==> src/hdl/b2t_pkg.sv <==
// Shared constants and types for the blank-to-tab compressor.
package b2t_pkg;

  // Geometry
  localparam int StopSlots       = 7;
  localparam int DefaultInterval = 8;
  localparam int ColumnBits      = 12;
  localparam int PendBits        = 12;
  localparam int StopBits        = 12;
  localparam int ByteBits        = 8;
  localparam int CountBits       = 3;
  localparam int CfgIdxBits      = 3;
  localparam int CfgDataBits     = 12;

  // Width of column + pending sums and of next-stop values
  localparam int SumBits = ((ColumnBits > PendBits) ? ColumnBits : PendBits) + 1;

  localparam logic [ColumnBits-1:0] ColMax  = {ColumnBits{1'b1}};
  localparam logic [PendBits-1:0]   PendMax = {PendBits{1'b1}};

  // Character codes
  localparam logic [ByteBits-1:0] BlankCode   = 8'd32;
  localparam logic [ByteBits-1:0] NewlineCode = 8'd10;

  // Configuration register indexes
  localparam logic [CfgIdxBits-1:0] RegStopCount = 3'd0;
  localparam logic [CfgIdxBits-1:0] RegStopFirst = 3'd1;

  // Stream widths
  localparam int InDataBits  = 8;
  localparam int OutDataBits = 24;
  localparam int OutUserBits = 2;

  // One result request
  typedef struct packed {
    logic                emit_tab;
    logic [PendBits-1:0] space_count;
    logic                byte_valid;
    logic [ByteBits-1:0] out_byte;
  } result_t;

endpackage

==> src/hdl/blank_to_tab_compressor_core.sv <==
// Blank-to-tab compressor core: blank runs become tabs at custom or default stops.
//
// The core takes one text byte per request and returns at most one result per
// byte, one byte per clock cycle while the receiver keeps up: the column and
// pending-blank registers update in the same cycle the byte is taken, and the
// stop search is a parallel compare over the seven stop registers followed by
// a priority pick, so each result sits in the output register in the cycle
// after its byte is taken. A blank that does not reach the next stop produces
// no result. A blank that does, at a stop within the last column, produces a
// tab result (tuser bit 0 set). Any other byte produces a result carrying the
// pending blank count and the byte (tuser bit 1 set); a newline sets the
// column back to zero. The next stop is the first of the stop_count stop
// registers, in register order, that lies beyond the column, else the next
// multiple of the default interval of 8. Blanks still pending when input
// stops are never emitted. Write configuration only while the core is idle.
module blank_to_tab_compressor_core (
  input  logic                                clk_i,
  input  logic                                rst_ni,
  // Configuration write port
  input  logic                                cfg_we_i,
  input  logic [b2t_pkg::CfgIdxBits-1:0]      cfg_idx_i,
  input  logic [b2t_pkg::CfgDataBits-1:0]     cfg_wdata_i,
  // Input stream
  input  logic                                s_axis_tvalid,
  output logic                                s_axis_tready,
  input  logic [b2t_pkg::InDataBits-1:0]      s_axis_tdata,   // [7:0] in_byte
  // Output stream
  output logic                                m_axis_tvalid,
  input  logic                                m_axis_tready,
  output logic [b2t_pkg::OutDataBits-1:0]     m_axis_tdata,   // [11:0] space_count,
                                                              // [19:12] out_byte, zero pad
  output logic [b2t_pkg::OutUserBits-1:0]     m_axis_tuser    // [0] emit_tab, [1] byte_valid
);

  // Configuration registers
  logic [b2t_pkg::CountBits-1:0] stop_count_q;
  logic [b2t_pkg::StopBits-1:0]  stops_q [b2t_pkg::StopSlots];

  // Tracking state
  logic [b2t_pkg::ColumnBits-1:0] column_q, column_d;
  logic [b2t_pkg::PendBits-1:0]   pend_q, pend_d;

  // Output register
  logic               out_valid_q, out_valid_d;
  b2t_pkg::result_t   out_q, out_d;

  logic                          in_fire;
  logic                          is_blank;
  logic [b2t_pkg::SumBits-1:0]   col_ext;
  logic [b2t_pkg::SumBits-1:0]   dflt_stop;
  logic [b2t_pkg::SumBits-1:0]   next_stop;
  logic [b2t_pkg::StopSlots-1:0] hit;
  logic [b2t_pkg::PendBits-1:0]  pend_inc;
  logic [b2t_pkg::SumBits-1:0]   blank_sum;
  logic [b2t_pkg::SumBits-1:0]   byte_sum;
  logic                          tab_fire;
  logic [b2t_pkg::ColumnBits-1:0] byte_col;

  // Take a new request whenever the output register is free or draining
  assign s_axis_tready = !out_valid_q || m_axis_tready;
  assign in_fire       = s_axis_tvalid && s_axis_tready;
  assign is_blank      = (s_axis_tdata == b2t_pkg::BlankCode);

  // ---------------------------------------------------------------------
  // Configuration writes
  // ---------------------------------------------------------------------
  always_ff @(posedge clk_i or negedge rst_ni) begin
    if (!rst_ni) begin
      stop_count_q <= '0;
      for (int i = 0; i < b2t_pkg::StopSlots; i++) begin
        stops_q[i] <= b2t_pkg::StopBits'(1);
      end
    end else if (cfg_we_i) begin
      if (cfg_idx_i == b2t_pkg::RegStopCount) begin
        stop_count_q <= cfg_wdata_i[b2t_pkg::CountBits-1:0];
      end
      for (int i = 0; i < b2t_pkg::StopSlots; i++) begin
        if (cfg_idx_i == b2t_pkg::RegStopFirst + b2t_pkg::CfgIdxBits'(i)) begin
          stops_q[i] <= cfg_wdata_i[b2t_pkg::StopBits-1:0];
        end
      end
    end
  end

  // ---------------------------------------------------------------------
  // Next tab stop for the current column
  // ---------------------------------------------------------------------
  assign col_ext   = b2t_pkg::SumBits'(column_q);
  assign dflt_stop = (col_ext / b2t_pkg::SumBits'(b2t_pkg::DefaultInterval)
                      + b2t_pkg::SumBits'(1))
                     * b2t_pkg::SumBits'(b2t_pkg::DefaultInterval);

  // Flag every active stop register lying beyond the column
  always_comb begin
    for (int i = 0; i < b2t_pkg::StopSlots; i++) begin
      hit[i] = (b2t_pkg::CountBits'(i) < stop_count_q)
               && (b2t_pkg::SumBits'(stops_q[i]) > col_ext);
    end
  end

  // First hit in register order wins, else fall back to the default grid
  always_comb begin
    next_stop = dflt_stop;
    for (int i = b2t_pkg::StopSlots - 1; i >= 0; i--) begin
      if (hit[i]) begin
        next_stop = b2t_pkg::SumBits'(stops_q[i]);
      end
    end
  end

  // ---------------------------------------------------------------------
  // State update and result formation
  // ---------------------------------------------------------------------
  assign pend_inc  = (pend_q == b2t_pkg::PendMax) ? pend_q : pend_q + 1'b1;
  assign blank_sum = col_ext + b2t_pkg::SumBits'(pend_inc);
  assign tab_fire  = (next_stop <= b2t_pkg::SumBits'(b2t_pkg::ColMax))
                     && (blank_sum >= next_stop);

  // Column after flushing pending blanks, saturated
  assign byte_sum = col_ext + b2t_pkg::SumBits'(pend_q);
  always_comb begin
    if (byte_sum > b2t_pkg::SumBits'(b2t_pkg::ColMax)) begin
      byte_col = b2t_pkg::ColMax;
    end else begin
      byte_col = byte_sum[b2t_pkg::ColumnBits-1:0];
    end
  end

  always_comb begin
    column_d    = column_q;
    pend_d      = pend_q;
    out_d       = out_q;
    out_valid_d = out_valid_q && !m_axis_tready;

    if (in_fire) begin
      if (is_blank) begin
        if (tab_fire) begin
          // Jump to the stop and emit a single tab
          column_d          = next_stop[b2t_pkg::ColumnBits-1:0];
          pend_d            = '0;
          out_valid_d       = 1'b1;
          out_d.emit_tab    = 1'b1;
          out_d.space_count = '0;
          out_d.byte_valid  = 1'b0;
          out_d.out_byte    = '0;
        end else begin
          // Hold the blank as pending
          pend_d = pend_inc;
        end
      end else begin
        // Flush pending blanks as a count along with the byte
        out_valid_d       = 1'b1;
        out_d.emit_tab    = 1'b0;
        out_d.space_count = pend_q;
        out_d.byte_valid  = 1'b1;
        out_d.out_byte    = s_axis_tdata;
        pend_d            = '0;
        if (s_axis_tdata == b2t_pkg::NewlineCode) begin
          column_d = '0;
        end else if (byte_col != b2t_pkg::ColMax) begin
          column_d = byte_col + 1'b1;
        end else begin
          column_d = byte_col;
        end
      end
    end
  end

  always_ff @(posedge clk_i or negedge rst_ni) begin
    if (!rst_ni) begin
      column_q    <= '0;
      pend_q      <= '0;
      out_valid_q <= 1'b0;
    end else begin
      column_q    <= column_d;
      pend_q      <= pend_d;
      out_valid_q <= out_valid_d;
    end
  end

  // Payload register, no reset needed
  always_ff @(posedge clk_i) begin
    out_q <= out_d;
  end

  assign m_axis_tvalid = out_valid_q;
  assign m_axis_tdata  = {4'b0000, out_q.out_byte, out_q.space_count};
  assign m_axis_tuser  = {out_q.byte_valid, out_q.emit_tab};

endmodule

==> config.mk <==
export PLATFORM = sky130hd
export DESIGN_NAME = blank_to_tab_compressor_core
export DESIGN_NICKNAME = d
export VERILOG_FILES = /design/src/hdl/b2t_pkg.sv /design/src/hdl/blank_to_tab_compressor_core.sv
export SDC_FILE = /design/constraint.sdc
export NUM_CORES = 1
export LEC_CHECK = 0
export ABC_AREA = 1
export BUFFER_PORTS_ARGS = -buffer_cell sky130_fd_sc_hd__buf_2
export CAP_MARGIN = 25
export CORE_AREA = 2 2 133 135
export DETAILED_ROUTE_END_ITERATION = 10
export DIE_AREA = 0 0 135 137
export PLACE_DENSITY = 0.89
export SLEW_MARGIN = 0
export SYNTH_ARGS = -nofsm -noshare
export SYNTH_HDL_FRONTEND = slang
export SYNTH_SLANG_ARGS = --single-unit
==> constraint.sdc <==
create_clock -name clk_i -period 6.1 [get_ports clk_i]
set_input_delay 0.61 -clock clk_i [delete_from_list [all_inputs] [get_ports clk_i]]
set_output_delay 0.61 -clock clk_i [all_outputs]
set_load 0.02 [all_outputs]
## Word level (Yosys, flattened, before mapping)

Index checks and enable logic that the tools add are counted.

| storage, ports and cells | value |
|---|---|
| register bits after elaboration | 134 |
| bits in latches | 0 |
| bits in writable memories | 0 |
| ROM bits | 0 |
| output and inout bits | 28 |
| memories kept | 0 |

| cells by class | value |
|---|---|
| add/subtract/negate cells | 5 |
| multiply operators | 0 |
| div/mod/pow operators | 0 |
| magnitude comparators | 17 |
| eq/ne operators | 12 |
| shifts and indexed selects | 0 |
| muxes and demuxes | 20 |
| bitwise gates (word level) | 0 |
| reduce and logical (&&, ||, !) cells | 23 |

Operators by type and width:

| operator | number |
|---|---|
| two-way mux 12 bit | 8 |
| two-way mux 13 bit | 7 |
| greater-than comparator 12 bit | 7 |
| adder 12 x 12 -> 13 bit | 2 |
| adder 12 x 1 -> 12 bit, second input constant | 2 |
| two-way mux 22 bit | 1 |
| two-way mux 21 bit | 1 |
| AND reduction 2 bit | 9 |
| greater-or-equal comparator 13 bit | 1 |
| greater-than comparator 13 x 12 -> 1 bit, second input constant | 1 |
| less-or-equal comparator 13 x 12 -> 1 bit, second input constant | 1 |
| equality test 12 bit, second input constant | 1 |
| equality test 3 bit, second input constant | 4 |
| != test 12 bit, second input constant | 1 |
| adder 9 x 1 -> 10 bit, second input constant | 1 |
| logical AND 1 bit | 10 |
| less-than comparator 3 bit, first input constant | 3 |
| equality test 8 x 4 -> 1 bit, second input constant | 1 |
| equality test 8 x 6 -> 1 bit, second input constant | 1 |
| equality test 3 x 2 -> 1 bit, second input constant | 2 |
| less-than comparator 1 x 3 -> 1 bit, first input constant | 2 |
| less-than comparator 2 x 3 -> 1 bit, first input constant | 2 |
| equality test 3 x 1 -> 1 bit, second input constant | 1 |
| logical NOT 3 bit | 1 |
| 4 further kinds | 7 |

## Depth between registers and ports, before layout

| depth | value |
|---|---|
| depth in word-level cells | 14 |
| mapped depth | 34 |

## Least setup slack after synthesis

No wires, ideal clock.

| timing | value |
|---|---|
| kind | reg2reg |
| from | register pend_q[1] (netlist bit) |
| to | register out_q (netlist bit m_axis_tdata[0]), enable pin |
| library setup time | 0.331 ns |
| arrival | 4.444 ns |
| slack | 1.325 ns |
| cell stages (with the launch flop) | 26 |
| path buffers | 1 |
| clock period less this slack | 4.775 ns |
| cells stage by stage | dfrtp_1 -> ha_1 -> nand3_1 -> nor2_1 -> nand2_1 -> nor3_1 -> nand2_1 -> xor2_1 -> ha_1 -> inv_1 -> fa_1 -> nand3b_1 -> and2_1 -> o221ai_1 -> a21oi_1 -> o21bai_1 -> xor2_1 -> inv_1 -> ha_1 -> nand2_1 -> nor4_1 -> o21ai_0 -> nand3_1 -> a21oi_4 -> nor2_4 -> buf_4 |

| between the ends | value |
|---|---|
| word-level cells in the longest chain between the ends | 7 |

Ends and longest elaborated chain:

| what | RTL line | RTL |
|---|---|---|
| start, declared | blank_to_tab_compressor_core.sv:41 | `logic [b2t_pkg::PendBits-1:0] pend_q, pend_d;` |
| start signal, assigned | blank_to_tab_compressor_core.sv:176 | `pend_q <= pend_d;` |
| adder 12 x 1 -> 12 bit or equality test 12 bit (tied branches) | blank_to_tab_compressor_core.sv:114 | `assign pend_inc = (pend_q == b2t_pkg::PendMax) ? pend_q : pend_q + 1'b1;` |
| two-way mux 12 bit * | blank_to_tab_compressor_core.sv:114 |  |
| adder 12 x 12 -> 13 bit * | blank_to_tab_compressor_core.sv:115 | `assign blank_sum = col_ext + b2t_pkg::SumBits'(pend_inc);` |
| greater-or-equal comparator 13 bit * | blank_to_tab_compressor_core.sv:117 | `&& (blank_sum >= next_stop);` |
| logical AND 1 bit * | blank_to_tab_compressor_core.sv:117 |  |
| != test 2 x 1 -> 1 bit (no source line) * | n/a |  |
| AND reduction 2 bit (no source line) * | n/a |  |
| end signal, assigned | blank_to_tab_compressor_core.sv:183 | `out_q <= out_d;` |
| end, declared | blank_to_tab_compressor_core.sv:45 | `b2t_pkg::result_t out_q, out_d;` |

Mark *: on every way between the ends. The rest lies on a longest branch, timed or not.
A chain may end at the register's enable or synchronous reset.

## Worst setup path in the final report

| timing | value |
|---|---|
| from | register pend_q[0] (netlist bit) |
| to | register column_q[3] (netlist bit) |

| between the ends | value |
|---|---|
| word-level cells in the longest chain between the ends | 7 |

Ends and longest elaborated chain:

| what | RTL line | RTL |
|---|---|---|
| adder 12 x 12 -> 13 bit, or another cell as far along | blank_to_tab_compressor_core.sv:120 | `assign byte_sum = col_ext + b2t_pkg::SumBits'(pend_q);` |
| greater-than comparator 13 x 12 -> 1 bit or two-way mux 12 bit (tied branches) | blank_to_tab_compressor_core.sv:122, blank_to_tab_compressor_core.sv:114 |  |
| two-way mux 12 bit or adder 12 x 12 -> 13 bit (tied branches) | blank_to_tab_compressor_core.sv:122, blank_to_tab_compressor_core.sv:115 |  |
| adder 12 x 1 -> 12 bit, or another cell as far along | blank_to_tab_compressor_core.sv:161 | `column_d = byte_col + 1'b1;` |
| two-way mux 12 bit or logical AND 1 bit (tied branches) | blank_to_tab_compressor_core.sv:160, blank_to_tab_compressor_core.sv:117 |  |
| two-way mux 12 bit or != test 2 x 1 -> 1 bit (tied branches) | n/a |  |
| two-way mux 12 bit or AND reduction 2 bit (tied branches) | n/a |  |
| end signal, assigned | blank_to_tab_compressor_core.sv:175 | `column_q <= column_d;` |
| end, declared | blank_to_tab_compressor_core.sv:40 | `logic [b2t_pkg::ColumnBits-1:0] column_q, column_d;` |

Several ways; a longest one is shown, not always the timed one.

==> out/qor.csv <==
metric;value;unit
predominant post-synthesis flop cell;dfrtp_1;
Tightest Pin Transition;853;ps
final core occ;0.681;
Max Clk Rate;181;MHz
status;complete, no violations;
# DRC;0;
GRT Resource Usage Total;0.344;
Design Power;4.85;mW
Seq/Total Area, Yosys;0.326;
Slew Viols, Final;0;
Critical Path RT;6430;ps
final wirelength;31000;µm
Clock Tree Buf Depth;2;
core area;17100;µm²
antenna violations before repair;0;
CP Class;flop to flop;
Hold Vio Cnt, Final;0;
post-route antenna net violation count;0;
cells on worst reg2reg path;27;
DR vias/cell;5.88;
unrepaired setup endpoints after global routing;no;
syn_area_per_cell;7.15;µm²
io pins;56;
Layout area overhead;9.24;%
Die ar.;18500;µm²
Max IR drop VDD;0.301;mV
launch point of the worst reg-to-reg path;pend_q[0]$_DFFE_PN0P_;
Ys Warns;0;
P per Cell Area;417;nW/µm²
Setup crit end kind;flop;
vias in the first global route;9714;
worst flop-to-flop path endpoint;column_q[3]$_DFFE_PN0P_;
Synth Instances;1488;
first-pass GRT wire length;48400;µm
minimum clock period;5540;ps
fraction of registers with async set/reset;0.836;
max_slew headroom;0.430;
Avg WL per Cell;17.5;µm
GPL Wtd Cong;0.961;
WHS;185;ps
Netlist cell types;52;
Post-Syn Area;10600;µm²
Post-synth EDFFs;22;
fraction of layout cells with a size suffix above 1;0.0961;
die width;135;µm
total number of vias;10400;
HPWL Detailed;22600;µm
CTS clk-pin slew, worst paths;60;ps
Die Y-Extent;137;µm
CTS H-tree lvls;4;
GRT overflow;0;
Port-buffer cells;51;
Startpoint Class;flop;
Max-cap violations;0;
drt pass-1 iters;7;
Clock Skew;10.3;ps
TritonCTS clock tree;built;
Final Cell Area;11600;µm²
placed inst area;11000;µm²
Nets;1682;
clk sinks;134;
r2r setup slk;560;ps
worst-path fanout max;13;
Root Buffer;clkbuf_16;
Arrival @ worst endpoint;5860;ps
maximum number of pins on one net before global-route repair;66;
DR iter-0 viols;1233;
Final period util;0.908;
# rows;48;
Ant. Diodes;0;
min-delay worst type;input pin to asynchronous set/reset pin;
Post-CTS Hold Buffers;0;
synthesized flop and latch total;134;
latest clock arrival within the worst-skew pair;440;ps
static leakage;6.25;nW
Finish-stage setup viols;0;
initial core utilization;0.624;
TNS Setup;0;ps
CTS Buf Count;17;
-- synthesized netlist by cell type (all sizes together), types with 2 or more instances --
library cell  instances  area [µm²]
nand3b                4        30.0
o211ai                2        15.0
dfstp                 7         184
nand4                20         125
a21o                  2        15.0
o21ai               143         723
clkbuf               24        91.3
xnor2                 8        70.1
nand3                93         503
a31oi                 2        12.5
ha                  124        1550
and2                  3        18.8
xor2                 18         158
inv                 207         780
clkinv                3        11.3
nor4                  5        31.3
dfrtp               105        2630
fa                    2        40.0
o21bai                6        45.0
edfxtp               22         661
nor2                113         479
o31ai                 2        28.8
buf                  16         114
nand2               461        1780
a21oi                66         345
or2                  10        62.6
nor3                 11        70.1
o21a                  4        30.0
-- power by group --
group | internal (mW) | switching [mW] | total, mW | leakage, nW
sequential | 1.07 | 0.197 | 1.26 | 1.62
combinational | 0.881 | 1.68 | 2.56 | 4.35
clock | 0.614 | 0.404 | 1.02 | 0.285
-- logic make-up (layout without fill, tap and decap cells) --
kind of cell    Yosys count  count (layout)  synth area share
simple gates            721             722             0.292
buf+inv                 250             298            0.0936
compound gates          230             230             0.117
flops                   134             134             0.326
fa+ha+maj               126             126             0.150
xor+xnor                 26              26            0.0214
other cells               1               4          0.000352
-- flip-flops by register name, summed over array words and instances, names as in the netlist --
signal,cells
column_q,12
m_axis_tdata,20
m_axis_tuser,2
m_axis_tvalid,1
pend_q,12
stop_count_q,3
stops_q,84
-- through the flow --
stage,instances,setup slack (ps)
after floorplan,1491,1330
after global placement,1733,654
after detailed placement,1733,420
after CTS,1764,286
after global routing,1765,143
final,1765,563
-- worst max-delay path: stages (launching register included) --
cell      delay (ps)
dfrtp_1          470
ha_1             230
nand3_1           90
nor2_1           180
nand2_1          120
nor3_2           200
nand2_1          200
xor2_1           260
ha_1             210
inv_1             60
fa_1             400
nand3b_1         160
and2_1           190
o221ai_1         240
a21oi_1          110
o21bai_1         200
xor2_1           180
inv_1             60
ha_1             310
nand2_1           70
nor4_1           220
o21ai_0          140
nand3_1          140
a21oi_4          120
nor2_4           430
inv_2            210
nand2_1          130
nand2_1           70
-- routing by layer --
metal | global-route usage | vias up | share of wire
met3 | 0.0781 | 123 | 0.11
li1 | - | 4893 | -
met4 | 0.178 | 0 | 0.047
met2 | 0.541 | 560 | 0.45
met1 | 0.446 | 4794 | 0.40
met5 | 0 | - | 0
-- worst max-delay path by stage --
stage	start	endpoint	slack [ps]	cells after the start
detailed placement	pend_q[1]$_DFFE_PN0P_	column_q[11]$_DFFE_PN0P_	420	27
global placement	pend_q[1]$_DFFE_PN0P_	column_q[0]$_DFFE_PN0P_	650	27
global route	pend_q[0]$_DFFE_PN0P_	column_q[11]$_DFFE_PN0P_	140	27
floorplan	pend_q[1]$_DFFE_PN0P_	m_axis_tdata[0]$_SDFFCE_PP0P_	1330	25
CTS	pend_q[0]$_DFFE_PN0P_	column_q[3]$_DFFE_PN0P_	290	27
finish	pend_q[0]$_DFFE_PN0P_	column_q[3]$_DFFE_PN0P_	560	27
-- timing repair --
item | in CTS | in global routing
setup endpoints to repair | 0 | 35
buffers inserted | 0 | 0
gates resized for setup | 0 | 2
-- cell type report --
cell class	count	area, µm²
inverter	210	791
sequential	134	3470
fill	1446	5430
timing repair buffer	57	303
clock buffer	24	503
multi-input combinational	1108	6200
tap	225	282
clock inverter	7	68.8
-- layout by cell type, fill, tap and decap left out, types with 4 or more instances in the layout --
master     instances
dfstp_2            7
edfxtp_1          22
nor4_1             5
clkbuf_16         18
nand3_2            5
buf_4              7
o21bai_1           6
inv_1            200
conb_1             4
nand2_1          449
xnor2_1            8
nand2_2            8
or2_2             10
a21oi_1           64
xor2_1            18
nor3_1             6
nand3_1           87
inv_2              6
buf_2             50
nand3b_1           4
nand4_1           20
nor2_1           103
o21ai_0          132
ha_1             124
o21ai_1            9
nor2_2             4
o21a_1             4
nand2_4            4
nor3_2             5
dfrtp_1          105
nor2_4             7
No activity file was read; power rests on OpenSTA's default activity.
